$ cat src/rtl/prd_pkg.sv
// ----------------------------------------------------------------------------
// prd_pkg
// Shared types and constants for the PWM signal-strength pulse decoder.
// ----------------------------------------------------------------------------
package prd_pkg;

    localparam int LEVEL_W = 16;           // level, widths, seconds
    localparam int LOWEST_W = 7;           // running lowest scaled level
    localparam int QUOT_W = 11;            // scaled quotient never exceeds 1100
    localparam int NUM_W = 23;             // (width - pulse_min) * 100
    localparam int ADDR_W = 4;
    localparam int DATA_W = 32;

    localparam logic [LEVEL_W-1:0] LEVEL_STALE = 16'd0;
    localparam logic [LEVEL_W-1:0] LEVEL_SHORT = 16'd1;
    localparam logic [LEVEL_W-1:0] LEVEL_LONG = 16'd100;
    localparam logic [LEVEL_W-1:0] LEVEL_RAW_NEG = 16'hFFFF;
    localparam logic [LEVEL_W-1:0] WIDTH_MARGIN = 16'd10;
    localparam logic [LEVEL_W:0] STALE_SECONDS = 17'd2;
    localparam logic [QUOT_W-1:0] SCALE_FULL = 11'd100;
    localparam logic [QUOT_W-1:0] SCALE_ZERO = 11'd0;
    localparam logic [LOWEST_W-1:0] LOWEST_RESET = 7'd100;

    localparam logic [LEVEL_W-1:0] PULSE_MIN_RESET = 16'd1000;
    localparam logic [LEVEL_W-1:0] PULSE_MAX_RESET = 16'd2000;

    // register indexes on paddr[3:2]
    localparam logic [1:0] REG_PULSE_MIN = 2'd0;
    localparam logic [1:0] REG_PULSE_MAX = 2'd1;
    localparam logic [1:0] REG_RAW_MODE = 2'd2;

    typedef enum logic [1:0] {
        EV_CAPTURE  = 2'd0,
        EV_OVERFLOW = 2'd1,
        EV_RESTART  = 2'd2,
        EV_TIME     = 2'd3
    } event_kind_t;

    typedef enum logic [2:0] {
        S_IDLE,
        S_EVAL,
        S_SCALE,
        S_DIV,
        S_COMMIT
    } state_t;

    typedef struct packed {
        logic [LEVEL_W-1:0] pulse_min;
        logic [LEVEL_W-1:0] pulse_max;
        logic               raw_mode;
    } cfg_t;

    typedef struct packed {
        logic              done;
        logic [QUOT_W-1:0] quot;
    } div_res_t;

endpackage

$ cat src/rtl/prd_cfg_regs.sv
// ----------------------------------------------------------------------------
// prd_cfg_regs
// APB register file: pulse_min, pulse_max and raw_mode.
// ----------------------------------------------------------------------------
module prd_cfg_regs (
    input  logic                         aclk,
    input  logic                         aresetn,
    input  logic                         psel,
    input  logic                         penable,
    input  logic                         pwrite,
    input  logic [prd_pkg::ADDR_W-1:0]   paddr,
    input  logic [prd_pkg::DATA_W-1:0]   pwdata,
    output logic [prd_pkg::DATA_W-1:0]   prdata,
    output logic                         pready,
    output prd_pkg::cfg_t                cfg
);

    prd_pkg::cfg_t cfg_reg;
    logic          wr_en;

    assign pready = 1'b1;
    assign wr_en = psel & penable & pwrite;
    assign cfg = cfg_reg;

    always_ff @(posedge aclk) begin
        if (!aresetn) begin
            cfg_reg.pulse_min <= prd_pkg::PULSE_MIN_RESET;
            cfg_reg.pulse_max <= prd_pkg::PULSE_MAX_RESET;
            cfg_reg.raw_mode <= 1'b0;
        end else if (wr_en) begin
            case (paddr[3:2])
                prd_pkg::REG_PULSE_MIN: cfg_reg.pulse_min <= pwdata[prd_pkg::LEVEL_W-1:0];
                prd_pkg::REG_PULSE_MAX: cfg_reg.pulse_max <= pwdata[prd_pkg::LEVEL_W-1:0];
                prd_pkg::REG_RAW_MODE:  cfg_reg.raw_mode <= pwdata[0];
                default: ;
            endcase
        end
    end

    always_comb begin
        case (paddr[3:2])
            prd_pkg::REG_PULSE_MIN: prdata = prd_pkg::DATA_W'(cfg_reg.pulse_min);
            prd_pkg::REG_PULSE_MAX: prdata = prd_pkg::DATA_W'(cfg_reg.pulse_max);
            prd_pkg::REG_RAW_MODE:  prdata = prd_pkg::DATA_W'(cfg_reg.raw_mode);
            default:                prdata = '0;
        endcase
    end

endmodule

$ cat src/rtl/prd_serial_div.sv
// ----------------------------------------------------------------------------
// prd_serial_div
// Restoring divider, one quotient bit per cycle, QUOT_W quotient bits per divide.
// ----------------------------------------------------------------------------
module prd_serial_div (
    input  logic                          aclk,
    input  logic                          aresetn,
    input  logic                          start,
    input  logic [prd_pkg::NUM_W-1:0]     num,
    input  logic [prd_pkg::LEVEL_W-1:0]   den,
    output prd_pkg::div_res_t             res
);

    localparam int DEN_SH_W = prd_pkg::LEVEL_W + prd_pkg::QUOT_W - 1;

    logic [prd_pkg::NUM_W-1:0]  rem_reg;
    logic [DEN_SH_W-1:0]        den_reg;
    logic [prd_pkg::QUOT_W-1:0] quot_reg;
    logic [3:0]                 cnt_reg;
    logic                       busy_reg;
    logic                       done_reg;
    logic                       fits;

    // caller guarantees the quotient fits in QUOT_W bits
    assign fits = DEN_SH_W'(rem_reg) >= den_reg;

    always_ff @(posedge aclk) begin
        if (!aresetn) begin
            busy_reg <= 1'b0;
            done_reg <= 1'b0;
            cnt_reg <= '0;
        end else begin
            done_reg <= 1'b0;
            if (start) begin
                busy_reg <= 1'b1;
                cnt_reg <= 4'(prd_pkg::QUOT_W - 1);
            end else if (busy_reg) begin
                cnt_reg <= cnt_reg - 4'd1;
                if (cnt_reg == 4'd0) begin
                    busy_reg <= 1'b0;
                    done_reg <= 1'b1;
                end
            end
        end
    end

    always_ff @(posedge aclk) begin
        if (start) begin
            rem_reg <= num;
            den_reg <= {den, {(prd_pkg::QUOT_W - 1){1'b0}}};
            quot_reg <= '0;
        end else if (busy_reg) begin
            if (fits) begin
                rem_reg <= rem_reg - den_reg[prd_pkg::NUM_W-1:0];
            end
            quot_reg <= {quot_reg[prd_pkg::QUOT_W-2:0], fits};
            den_reg <= den_reg >> 1;
        end
    end

    assign res.done = done_reg;
    assign res.quot = quot_reg;

endmodule

$ cat src/rtl/pwm_rssi_pulse_decoder.sv
// ----------------------------------------------------------------------------
// pwm_rssi_pulse_decoder
// Turns rising/falling capture events of a signal-strength PWM pulse into a
// level reading, with raw or scaled output and a staleness timeout.
// ----------------------------------------------------------------------------
//
//  channel  | direction | tdata                                  | tuser
//  ---------+-----------+----------------------------------------+-----------------
//  s_       | in        | [15:0] capture_time, [31:16] now_seconds | [1:0] event_kind
//  m_       | out       | [15:0] level                           | [0] measured
//  APB      | in        | pulse_min @0x0, pulse_max @0x4, raw_mode @0x8
//
//  One item at a time. An item passes through the evaluate, scale and commit
//  states between one accept and the next; a falling edge in range that needs
//  scaling also passes through the divide state, where the serial divider
//  produces one quotient bit per cycle.
//  s_tready returns on the same clock edge that loads the result into the output
//  register, so a new item is taken while a result still waits on m_.
//  A stalled m_ side holds the next item in the commit state.
//  Reset (aresetn low, synchronous) restores the register defaults and the
//  decoder state: waiting for a rising edge, lowest level 100, level 0.
// ----------------------------------------------------------------------------
module pwm_rssi_pulse_decoder #(
    parameter int TIMER_BITS = 16
) (
    input  logic                         aclk,
    input  logic                         aresetn,
    // input transfers
    input  logic                         s_tvalid,
    output logic                         s_tready,
    input  logic [31:0]                  s_tdata,   // [15:0] capture_time, [31:16] now_seconds
    input  logic [1:0]                   s_tuser,   // [1:0] event_kind
    // result transfers
    output logic                         m_tvalid,
    input  logic                         m_tready,
    output logic [15:0]                  m_tdata,   // [15:0] level
    output logic [0:0]                   m_tuser,   // [0] measured
    // configuration
    input  logic                         psel,
    input  logic                         penable,
    input  logic                         pwrite,
    input  logic [prd_pkg::ADDR_W-1:0]   paddr,
    input  logic [prd_pkg::DATA_W-1:0]   pwdata,
    output logic [prd_pkg::DATA_W-1:0]   prdata,
    output logic                         pready
);

    // capture bits actually used: the timer width, at most the field width
    localparam int CAP_W = (TIMER_BITS < prd_pkg::LEVEL_W) ? TIMER_BITS : prd_pkg::LEVEL_W;
    localparam int LW = prd_pkg::LEVEL_W;

    prd_pkg::cfg_t     cfg;
    prd_pkg::div_res_t div_res;
    prd_pkg::state_t   state_reg, state_next;

    // item latched at accept
    prd_pkg::event_kind_t kind_reg;
    logic [CAP_W-1:0]     cap_reg;
    logic [LW-1:0]        now_reg;

    // decoder state
    logic                          phase_reg, phase_next;
    logic [CAP_W-1:0]              rise_reg, rise_next;
    logic [prd_pkg::LOWEST_W-1:0]  lowest_reg, lowest_next;
    logic                          done_reg, done_next;
    logic [LW-1:0]                 lgs_reg, lgs_next;
    logic [LW-1:0]                 level_reg, level_next;

    // classification of the pulse, from the evaluate step
    logic                          fall_reg;
    logic                          neg_reg;
    logic                          below_reg;
    logic                          inr_reg;
    logic [LW-1:0]                 width_reg;
    logic [prd_pkg::QUOT_W-1:0]    scaled_reg;

    // output register
    logic                          m_tvalid_reg;
    logic [LW-1:0]                 m_tdata_reg;
    logic                          m_tuser_reg;

    logic                          accept;
    logic                          div_need;
    logic                          div_start;
    logic                          commit_go;
    logic                          out_free;

    logic                          ev_neg;
    logic [LW-1:0]                 ev_width;
    logic [LW-1:0]                 ev_lo;
    logic [LW:0]                   ev_hi;
    logic                          span_pos;
    logic [prd_pkg::NUM_W-1:0]     div_num;
    logic [prd_pkg::QUOT_W-1:0]    scaled_direct;
    logic [prd_pkg::QUOT_W-1:0]    lowest_ext;

    prd_cfg_regs u_cfg (
        .aclk    (aclk),
        .aresetn (aresetn),
        .psel    (psel),
        .penable (penable),
        .pwrite  (pwrite),
        .paddr   (paddr),
        .pwdata  (pwdata),
        .prdata  (prdata),
        .pready  (pready),
        .cfg     (cfg)
    );

    prd_serial_div u_div (
        .aclk    (aclk),
        .aresetn (aresetn),
        .start   (div_start),
        .num     (div_num),
        .den     (cfg.pulse_max - cfg.pulse_min),
        .res     (div_res)
    );

    assign out_free = !m_tvalid_reg || m_tready;
    assign accept = s_tvalid && s_tready;

    // ---------------- control ----------------
    always_comb begin
        state_next = state_reg;
        case (state_reg)
            prd_pkg::S_IDLE:   if (s_tvalid) state_next = prd_pkg::S_EVAL;
            prd_pkg::S_EVAL:   state_next = prd_pkg::S_SCALE;
            prd_pkg::S_SCALE:  state_next = div_need ? prd_pkg::S_DIV : prd_pkg::S_COMMIT;
            prd_pkg::S_DIV:    if (div_res.done) state_next = prd_pkg::S_COMMIT;
            prd_pkg::S_COMMIT: if (out_free) state_next = prd_pkg::S_IDLE;
            default:           state_next = prd_pkg::S_IDLE;
        endcase
    end

    always_comb begin
        s_tready = (state_reg == prd_pkg::S_IDLE);
        div_start = (state_reg == prd_pkg::S_SCALE) && div_need;
        commit_go = (state_reg == prd_pkg::S_COMMIT) && out_free;
    end

    always_ff @(posedge aclk) begin
        if (!aresetn) begin
            state_reg <= prd_pkg::S_IDLE;
        end else begin
            state_reg <= state_next;
        end
    end

    // ---------------- evaluate: width and range class ----------------
    always_comb begin
        ev_neg = cap_reg < rise_reg;
        ev_width = LW'(cap_reg - rise_reg);
        // lower bound saturates at zero for a small pulse_min
        ev_lo = (cfg.pulse_min >= prd_pkg::WIDTH_MARGIN) ?
                (cfg.pulse_min - prd_pkg::WIDTH_MARGIN) : '0;
        ev_hi = {1'b0, cfg.pulse_max} + {1'b0, prd_pkg::WIDTH_MARGIN};
    end

    // ---------------- scale: direct cases or start the divider ----------------
    always_comb begin
        span_pos = cfg.pulse_max > cfg.pulse_min;
        div_need = fall_reg && inr_reg && !cfg.raw_mode && span_pos &&
                   (width_reg > cfg.pulse_min);
        div_num = prd_pkg::NUM_W'(width_reg - cfg.pulse_min) *
                  prd_pkg::NUM_W'(prd_pkg::SCALE_FULL);
        if (!span_pos) begin
            scaled_direct = (width_reg > cfg.pulse_min) ? prd_pkg::SCALE_FULL
                                                        : prd_pkg::SCALE_ZERO;
        end else begin
            scaled_direct = prd_pkg::SCALE_ZERO;
        end
    end

    // ---------------- commit: next decoder state ----------------
    always_comb begin
        phase_next = phase_reg;
        rise_next = rise_reg;
        lowest_next = lowest_reg;
        done_next = done_reg;
        lgs_next = lgs_reg;
        level_next = level_reg;
        lowest_ext = prd_pkg::QUOT_W'(lowest_reg);

        if (kind_reg == prd_pkg::EV_RESTART) begin
            done_next = 1'b0;
            lowest_next = prd_pkg::LOWEST_RESET;
            phase_next = 1'b0;
        end else if (!done_reg) begin
            case (kind_reg)
                prd_pkg::EV_OVERFLOW: phase_next = 1'b0;
                prd_pkg::EV_CAPTURE: begin
                    if (!phase_reg) begin
                        phase_next = 1'b1;
                        rise_next = cap_reg;
                    end else begin
                        phase_next = 1'b0;
                        if (inr_reg) begin
                            lgs_next = now_reg;
                            if (!cfg.raw_mode) begin
                                // clamp to the running lowest, else it becomes the lowest
                                if (scaled_reg > lowest_ext) begin
                                    level_next = LW'(lowest_reg);
                                end else begin
                                    lowest_next = scaled_reg[prd_pkg::LOWEST_W-1:0];
                                    level_next = LW'(scaled_reg);
                                end
                                done_next = 1'b1;
                            end
                        end else if (below_reg) begin
                            level_next = prd_pkg::LEVEL_SHORT;
                        end else begin
                            level_next = prd_pkg::LEVEL_LONG;
                        end
                        if (cfg.raw_mode) begin
                            level_next = neg_reg ? prd_pkg::LEVEL_RAW_NEG : width_reg;
                            done_next = 1'b1;
                        end
                    end
                end
                default: ;
            endcase
        end

        // stale reading: no good measurement for more than two seconds
        if (({1'b0, lgs_next} + prd_pkg::STALE_SECONDS) < {1'b0, now_reg}) begin
            level_next = prd_pkg::LEVEL_STALE;
        end
    end

    // ---------------- registers ----------------
    always_ff @(posedge aclk) begin
        if (!aresetn) begin
            phase_reg <= 1'b0;
            rise_reg <= '0;
            lowest_reg <= prd_pkg::LOWEST_RESET;
            done_reg <= 1'b0;
            lgs_reg <= '0;
            level_reg <= prd_pkg::LEVEL_STALE;
            m_tvalid_reg <= 1'b0;
        end else begin
            if (commit_go) begin
                phase_reg <= phase_next;
                rise_reg <= rise_next;
                lowest_reg <= lowest_next;
                done_reg <= done_next;
                lgs_reg <= lgs_next;
                level_reg <= level_next;
                m_tvalid_reg <= 1'b1;
            end else if (m_tready) begin
                m_tvalid_reg <= 1'b0;
            end
        end
    end

    // payload registers
    always_ff @(posedge aclk) begin
        if (accept) begin
            kind_reg <= prd_pkg::event_kind_t'(s_tuser);
            cap_reg <= s_tdata[CAP_W-1:0];
            now_reg <= s_tdata[2*LW-1:LW];
        end
        if (state_reg == prd_pkg::S_EVAL) begin
            fall_reg <= (kind_reg == prd_pkg::EV_CAPTURE) && !done_reg && phase_reg;
            neg_reg <= ev_neg;
            width_reg <= ev_width;
            below_reg <= !ev_neg && (ev_width < ev_lo);
            inr_reg <= !ev_neg && (ev_width >= ev_lo) && ({1'b0, ev_width} <= ev_hi);
        end
        if (state_reg == prd_pkg::S_SCALE) begin
            scaled_reg <= scaled_direct;
        end else if ((state_reg == prd_pkg::S_DIV) && div_res.done) begin
            scaled_reg <= div_res.quot;
        end
        if (commit_go) begin
            m_tdata_reg <= level_next;
            m_tuser_reg <= done_next;
        end
    end

    assign m_tvalid = m_tvalid_reg;
    assign m_tdata = m_tdata_reg;
    assign m_tuser = m_tuser_reg;

endmodule

$ cat config.mk
export PLATFORM = sky130hd
export DESIGN_NAME = pwm_rssi_pulse_decoder
export DESIGN_NICKNAME = d
export VERILOG_FILES = /design/src/rtl/prd_pkg.sv /design/src/rtl/prd_cfg_regs.sv /design/src/rtl/prd_serial_div.sv /design/src/rtl/pwm_rssi_pulse_decoder.sv
export SDC_FILE = /design/constraint.sdc
export NUM_CORES = 1
export LEC_CHECK = 0
export CAP_MARGIN = 20
export CORE_ASPECT_RATIO = 0.8
export CORE_MARGIN = 4
export CORE_UTILIZATION = 65
export CTS_BUF_LIST = sky130_fd_sc_hd__clkbuf_8 sky130_fd_sc_hd__clkbuf_16
export DETAILED_ROUTE_END_ITERATION = 8
export DONT_BUFFER_PORTS = 1
export PLACE_DENSITY = 0.88
export REMOVE_ABC_BUFFERS = 1
export SLEW_MARGIN = 10
export SYNTH_ARGS = -nofsm -noshare
export SYNTH_HDL_FRONTEND = slang
export SYNTH_SLANG_ARGS = --single-unit
$ cat constraint.sdc
create_clock -name aclk -period 6.24 [get_ports aclk]
set_clock_uncertainty 0.05 [all_clocks]
set_input_delay 0.312 -clock aclk [delete_from_list [all_inputs] [get_ports aclk]]
set_output_delay 0.312 -clock aclk [all_outputs]
set_load 0.05 [all_outputs]
* After elaboration in Yosys (flattened, before gate mapping)
Cells that the tools add are included.
Word-level totals: bits in registers 242, bits in latches 0, memory bits (writable) 0, bits in read-only memories 0, memories kept 0
Operators by class: add/sub/neg operators 8, multipliers 1, div/mod/pow operators 0, magnitude comparators 10, eq/ne operators 14, shifts and indexed selects 0, mux-type cells 56, bitwise logic cells 7, reduce and logical (&&, ||, !) cells 41
Operator list (count):
- two-way mux 16 bit | 14
- two-way mux 7 bit | 10
- two-way mux 23 bit | 3
- two-way mux 26 bit | 2
- case mux 16 bit (3 select lines) | 1
- two-way mux 11 bit | 3
- > comparator 16 bit | 2
- < comparator 16 bit | 2
- subtractor 16 bit | 2
- >= comparator 23 x 26 -> 1 bit | 1
- multiplier 23 x 5 -> 21 bit, second input constant | 1
- subtractor 23 bit | 1
- adder 16 x 2 -> 17 bit, second input constant | 1
- adder 16 x 4 -> 17 bit, second input constant | 1
- <= comparator 16 x 17 -> 1 bit | 1
- < comparator 17 x 16 -> 1 bit | 1
- subtractor 16 x 16 -> 17 bit | 1
- >= comparator 16 bit | 1
- >= comparator 16 x 4 -> 1 bit, second input constant | 1
- subtractor 16 x 4 -> 16 bit, second input constant | 1
- two-way mux 1 bit | 15
- case mux 3 bit (5 select lines) | 1
- nonzero test 2 bit | 7
- logical AND 1 bit | 13
- 26 further kinds | 51

* Longest topological paths before layout
word-level depth 9, gate-level depth with buffers 26

* Modules after synthesis
From an unflattened synthesis, not the netlist that was laid out.
Unflattened totals: cells, all modules 1970, area, all modules 17599.4 um2
Modules (own cells, without submodules):
- pwm_rssi_pulse_decoder | times used 1, cells each 1338, area an instance 11783.8 um2, sequential area each 3683.5 um2
- prd_serial_div | times used 1, cells each 442, area an instance 4097.7 um2, sequential area each 1711.6 um2
- prd_cfg_regs | times used 1, cells each 190, area an instance 1717.9 um2, sequential area each 660.6 um2

* Least setup slack after synthesis
OpenSTA, ideal clock, no wires.
kind register to register, from register u_cfg.cfg_reg (netlist bit u_cfg.cfg[18]), to register u_div.rem_reg[22] in the netlist's numbering, data pin, library setup time 256 ps, arrival 5456 ps, required time 5934 ps, setup slack 478 ps, stages on the path, launching flop included 22, cells stage by stage dfxtp_1 inv_1 ha_1 nor2b_1 o31a_1 o311ai_1 a21boi_0 o21a_1 o41a_1 mux2i_1 or4_1 ha_1 fa_1 inv_1 fa_1 inv_1 ha_1 a21o_1 a31oi_1 xnor3_1 nor2_1 a31o_2
Between the ends: cells in the longest elaborated chain, start to end 5, elaborated cells on any way between the ends 8, those cells by class add/sub (1); mul (1); order compare (2); mux (1); reduce/logical (3)
Ends and longest elaborated chain:
- start, declared | line prd_cfg_regs.sv:18 | prd_pkg::cfg_t cfg_reg;
- parallel branches: the longest is 4 deep, another holds multiplier 23 x 5 -> 21 bit
- two-way mux 23 bit (*) | line prd_serial_div.sv:48 | if (start) begin
- end signal, assigned | line prd_serial_div.sv:49 | rem_reg <= num;
- end signal, assigned | line prd_serial_div.sv:54 | rem_reg <= rem_reg - den_reg[prd_pkg::NUM_W-1:0];
- end, declared | line prd_serial_div.sv:16 | logic [prd_pkg::NUM_W-1:0] rem_reg;
Every way passes the cells marked *. A chain may end at the register's enable or synchronous reset.

* Final worst setup path
from register u_cfg.cfg_reg (netlist bit u_cfg.cfg[19]), to register u_div.rem_reg[22] in the netlist's numbering, data pin
The elaborated chain is that of the path after synthesis.

==> impl_metrics.env <==
export IMPL_status="finished, final reports clean"
export IMPL_cts_sinks=242
export IMPL_cp_num_cells=21
export IMPL_synth_largest_type_area_fraction_pct=20.75
export IMPL_power_switching_fraction_pct=33.44
export IMPL_vias_per_cell=6.266
export IMPL_cts_buffers_inserted=25
export IMPL_timing_critical_path_max_delay_family="compound AO/OA/AOI/OAI gates"
export IMPL_cp_max_fo=5
export IMPL_fin_nets=2286
export IMPL_pwr_density_cell_nw_per_um2=252.6
export IMPL_post_synth_top_area_cell="sky130_fd_sc_hd__edfxtp_1"
export IMPL_grt_met1_usage_pct=41.98
export IMPL_ff2ff_path_depth=21
export IMPL_fin_total_pwr_mw=4.757
export IMPL_finalWirelength_mm=45.12
export IMPL_drcViolationCount=0
export IMPL_cts_path_max_buffers=3
export IMPL_yosys_area_share_simple_pct=18.08
export IMPL_use_met2_pct=47.53
export IMPL_endpoint_kind="register"
export IMPL_final_setup_worst_slack_ps=294.2
export IMPL_timing_worst_slew_pin_value_ps=1076
export IMPL_grt_max_degree=74
export IMPL_layoutNonFillerInstCount=2382
export IMPL_fillers=1782
export IMPL_worst_ir_drop_vdd_v=0.0002258
export IMPL_cp_slowest_stage_delay_ps=600
export IMPL_area_growth_synth_to_final_pct=9.382
export IMPL_synth_cell_area_um2=17220
export IMPL_ys_warnings_count=0
export IMPL_ys_async_sr_fraction_pct=0
export IMPL_crit_arrival_ps=6200
export IMPL_clkPwrFrac_pct=31.8
export IMPL_ctsHtreeMaxLevel=1
export IMPL_top_flip_flop_cell_by_instance_count_after_synthesis="sky130_fd_sc_hd__dfxtp_1"
export IMPL_critical_path_slowest_cell="sky130_fd_sc_hd__or4_1"
export IMPL_sequential_cell_area_um2=6037
export IMPL_comb_power_share_pct=31.1
export IMPL_final_setup_tns_ps=0
export IMPL_length_of_the_first_detailed_routing_pass_in_iterations=6
export IMPL_power_static_leakage_nw=7.628
export IMPL_globalRouteTotalUtil_pct=29.93
export IMPL_net_switching_power_mw=1.591
export IMPL_min_delay_path_depth=3
export IMPL_synth_yosys_seq_area_share_pct=35.06
export IMPL_num_antenna_cells=0
export IMPL_power_frac_seq_pct=37.1
export IMPL_grt_met3_usage_pct=5.712
export IMPL_synthesis_instances=1985
export IMPL_antenna_found_initial=0
export IMPL_synth_top_cells_by_area="sky130_fd_sc_hd__edfxtp_1 21%, sky130_fd_sc_hd__dfxtp_1 14%, sky130_fd_sc_hd__ha_1 13%, sky130_fd_sc_hd__nand2_1 5.5%, sky130_fd_sc_hd__a21oi_1 4.6%"
export IMPL_post_synth_mux_area_share_pct=2.820
export IMPL_maxClockFrequency_mhz=168.2
export IMPL_largest_register_ffs=33
export IMPL_post_synth_most_frequent_cells="250 x sky130_fd_sc_hd__nand2_1, 177 x sky130_fd_sc_hd__ha_1, 176 x sky130_fd_sc_hd__inv_1"
export IMPL_grt_overflow_total=0
export IMPL_synth_edf_count=119
export IMPL_setup_viol=0
export IMPL_grt_setup_unrepaired="no"
export IMPL_dp_worst_setup_slack_ps=198.2
export IMPL_worstSkewPairLatency_ps=550
export IMPL_synthMostInstantiatedCell="sky130_fd_sc_hd__nand2_1"
export IMPL_number_of_global_route_vias_before_repair=14250
export IMPL_max_slew_margin_pct=27.78
export IMPL_slew_violations=0
export IMPL_adder_cell_area_share_of_the_yosys_netlist_pct=15.19
export IMPL_period_share_pct=95.29
export IMPL_timing_hold_violations_final=0
export IMPL_global_route_peak_usage_layer="met2"
export IMPL_std_cell_rows=52
export IMPL_crit_chain="inv_1 > ha_1 > o21a_1 > o31a_1 > o311ai_4 > a21boi_1 > o21a_1 > o41a_1 > mux2i_1 > or4_1 > ha_1 > fa_1 > inv_1 > fa_1 > inv_1 > ha_1 > a21o_1 > a31oi_1 > xnor3_1 > nor2_1 > a31o_2"
export IMPL_globalplace_congestion=0.9398
export IMPL_cts_setup_buffers=0
export IMPL_syn_area_per_cell_um2=8.674
export IMPL_vertical_die_dimension_um=153.6
export IMPL_synth_cell_type_count=84
export IMPL_max_cap_violation_count=0
export IMPL_p_int_mw=3.166
export IMPL_area_fraction_in_compound_gates_after_synthesis_pct=16.63
export IMPL_via_count=14930
export IMPL_final_antenna_net_count=0
export IMPL_routedWlPerCell_um=18.94
export IMPL_tritoncts="built"
export IMPL_synth_xor_area_share_pct=5.777
export IMPL_core_area_um2=25700
export IMPL_clk_transition_reported_paths_ps=70
export IMPL_overall_die_area_um2=29170
export IMPL_initial_util_pct=67.00
export IMPL_critical_path_buf_inv_count=3
export IMPL_finalWorstPathRequiredPeriod_ps=5946
export IMPL_worst_hold_path_type="in -> reg"
export IMPL_critPathKind="reg -> reg"
export IMPL_detailed_place_hpwl_mm=32.21
export IMPL_place_detailed_instances=2277
export IMPL_num_io_pins=129
export IMPL_chipWidth_um=190.0
export IMPL_synth_top_family_by_area="simple AND/OR/NAND/NOR gates"
export IMPL_multiInputGateArea_um2=10180
export IMPL_grt_pass1_wl_mm=72.48
export IMPL_cp_required_ps=6500
export IMPL_yosys_register_bits=242
export IMPL_cts_root_buffer="sky130_fd_sc_hd__clkbuf_16"
export IMPL_layout_drive_gt1_share_pct=5.022
export IMPL_final_core_utilization_pct=73.28
export IMPL_place_port_buffers=0
export IMPL_detailedRoute_firstIterationViolations=1652
export IMPL_start_kind="register"
==> power groups by stage <==
stage,Sequential (mW),Combinational (mW),Clock (mW)
finish,1.77,1.48,1.51
detailed placement,1.80,1.40,0
global placement,1.80,1.33,0
floorplan,1.78,1.11,0
global route,1.77,1.63,1.59
CTS,1.76,1.45,1.52
==> cells in the final DEF (no fill, tap or decap), types with 56 or more instances in the layout <==
master and count:
sky130_fd_sc_hd__a21oi_1 159, sky130_fd_sc_hd__dlygate4sd3_1 56, sky130_fd_sc_hd__ha_1 177, sky130_fd_sc_hd__xnor2_1 71, sky130_fd_sc_hd__inv_1 179, sky130_fd_sc_hd__nand3_1 80, sky130_fd_sc_hd__dfxtp_1 122, sky130_fd_sc_hd__nor2_1 136
sky130_fd_sc_hd__nand2_1 250, sky130_fd_sc_hd__edfxtp_1 119, sky130_fd_sc_hd__o21ai_0 98
==> cell families after synthesis <==
kind of cell | Yosys count
DFF | 242
muxes | 48
other | 2
and+or+nand+nor | 661
xor gates and xnor gates | 112
AOI/OAI and AO/OA | 458
adders and majority gates | 197
buffers and inverters | 265
==> worst min-delay path: stages <==
cell                      delay, ps
sky130_fd_sc_hd__nor3b_1        130
sky130_fd_sc_hd__mux2i_1        110
sky130_fd_sc_hd__nor2_1          70
==> routing by layer <==
layer	up-vias	routed length, µm
met2	742	20310
met5	-	0
li1	7015	-
met4	0	1520
met1	7040	18830
met3	128	4459
==> path summary, 6_finish.rpt <==
check,slack (ps),to,startpoint
worst max register to register,290,u_div.rem_reg[22],u_cfg.cfg[19]
worst min register to register,410,rise_reg[10],rise_reg[10]
worst max-delay path,290,u_div.rem_reg[22],u_cfg.cfg[19]
worst min-delay path,70,u_cfg.cfg[0],paddr[3]
==> through the flow <==
stage               instance area, µm²  hold slack, ps
floorplan                        16850           323.9
global placement                 17410           332.0
detailed placement               17410           338.7
CTS                              18780           51.68
global route                     18830           73.59
finish                           18830           74.43
==> final cells by class <==
| cell class | count | share of cell area, % |
|---|---|---|
| Clock buffer | 27 | 3.468 |
| Clock inverter | 19 | 0.8437 |
| Inverter | 179 | 3.634 |
| Multi-Input combinational cell | 1493 | 54.03 |
| Sequential cell | 242 | 32.06 |
| Tap cell | 351 | 2.332 |
| Timing Repair Buffer | 71 | 3.634 |
==> repair_timing <==
item	CTS	global route
endpoints found under the hold margin	84	0
endpoints found under the setup margin	0	3
resized for setup	0	4
hold buffers	56	0
Power figures use the tool's default switching activity.
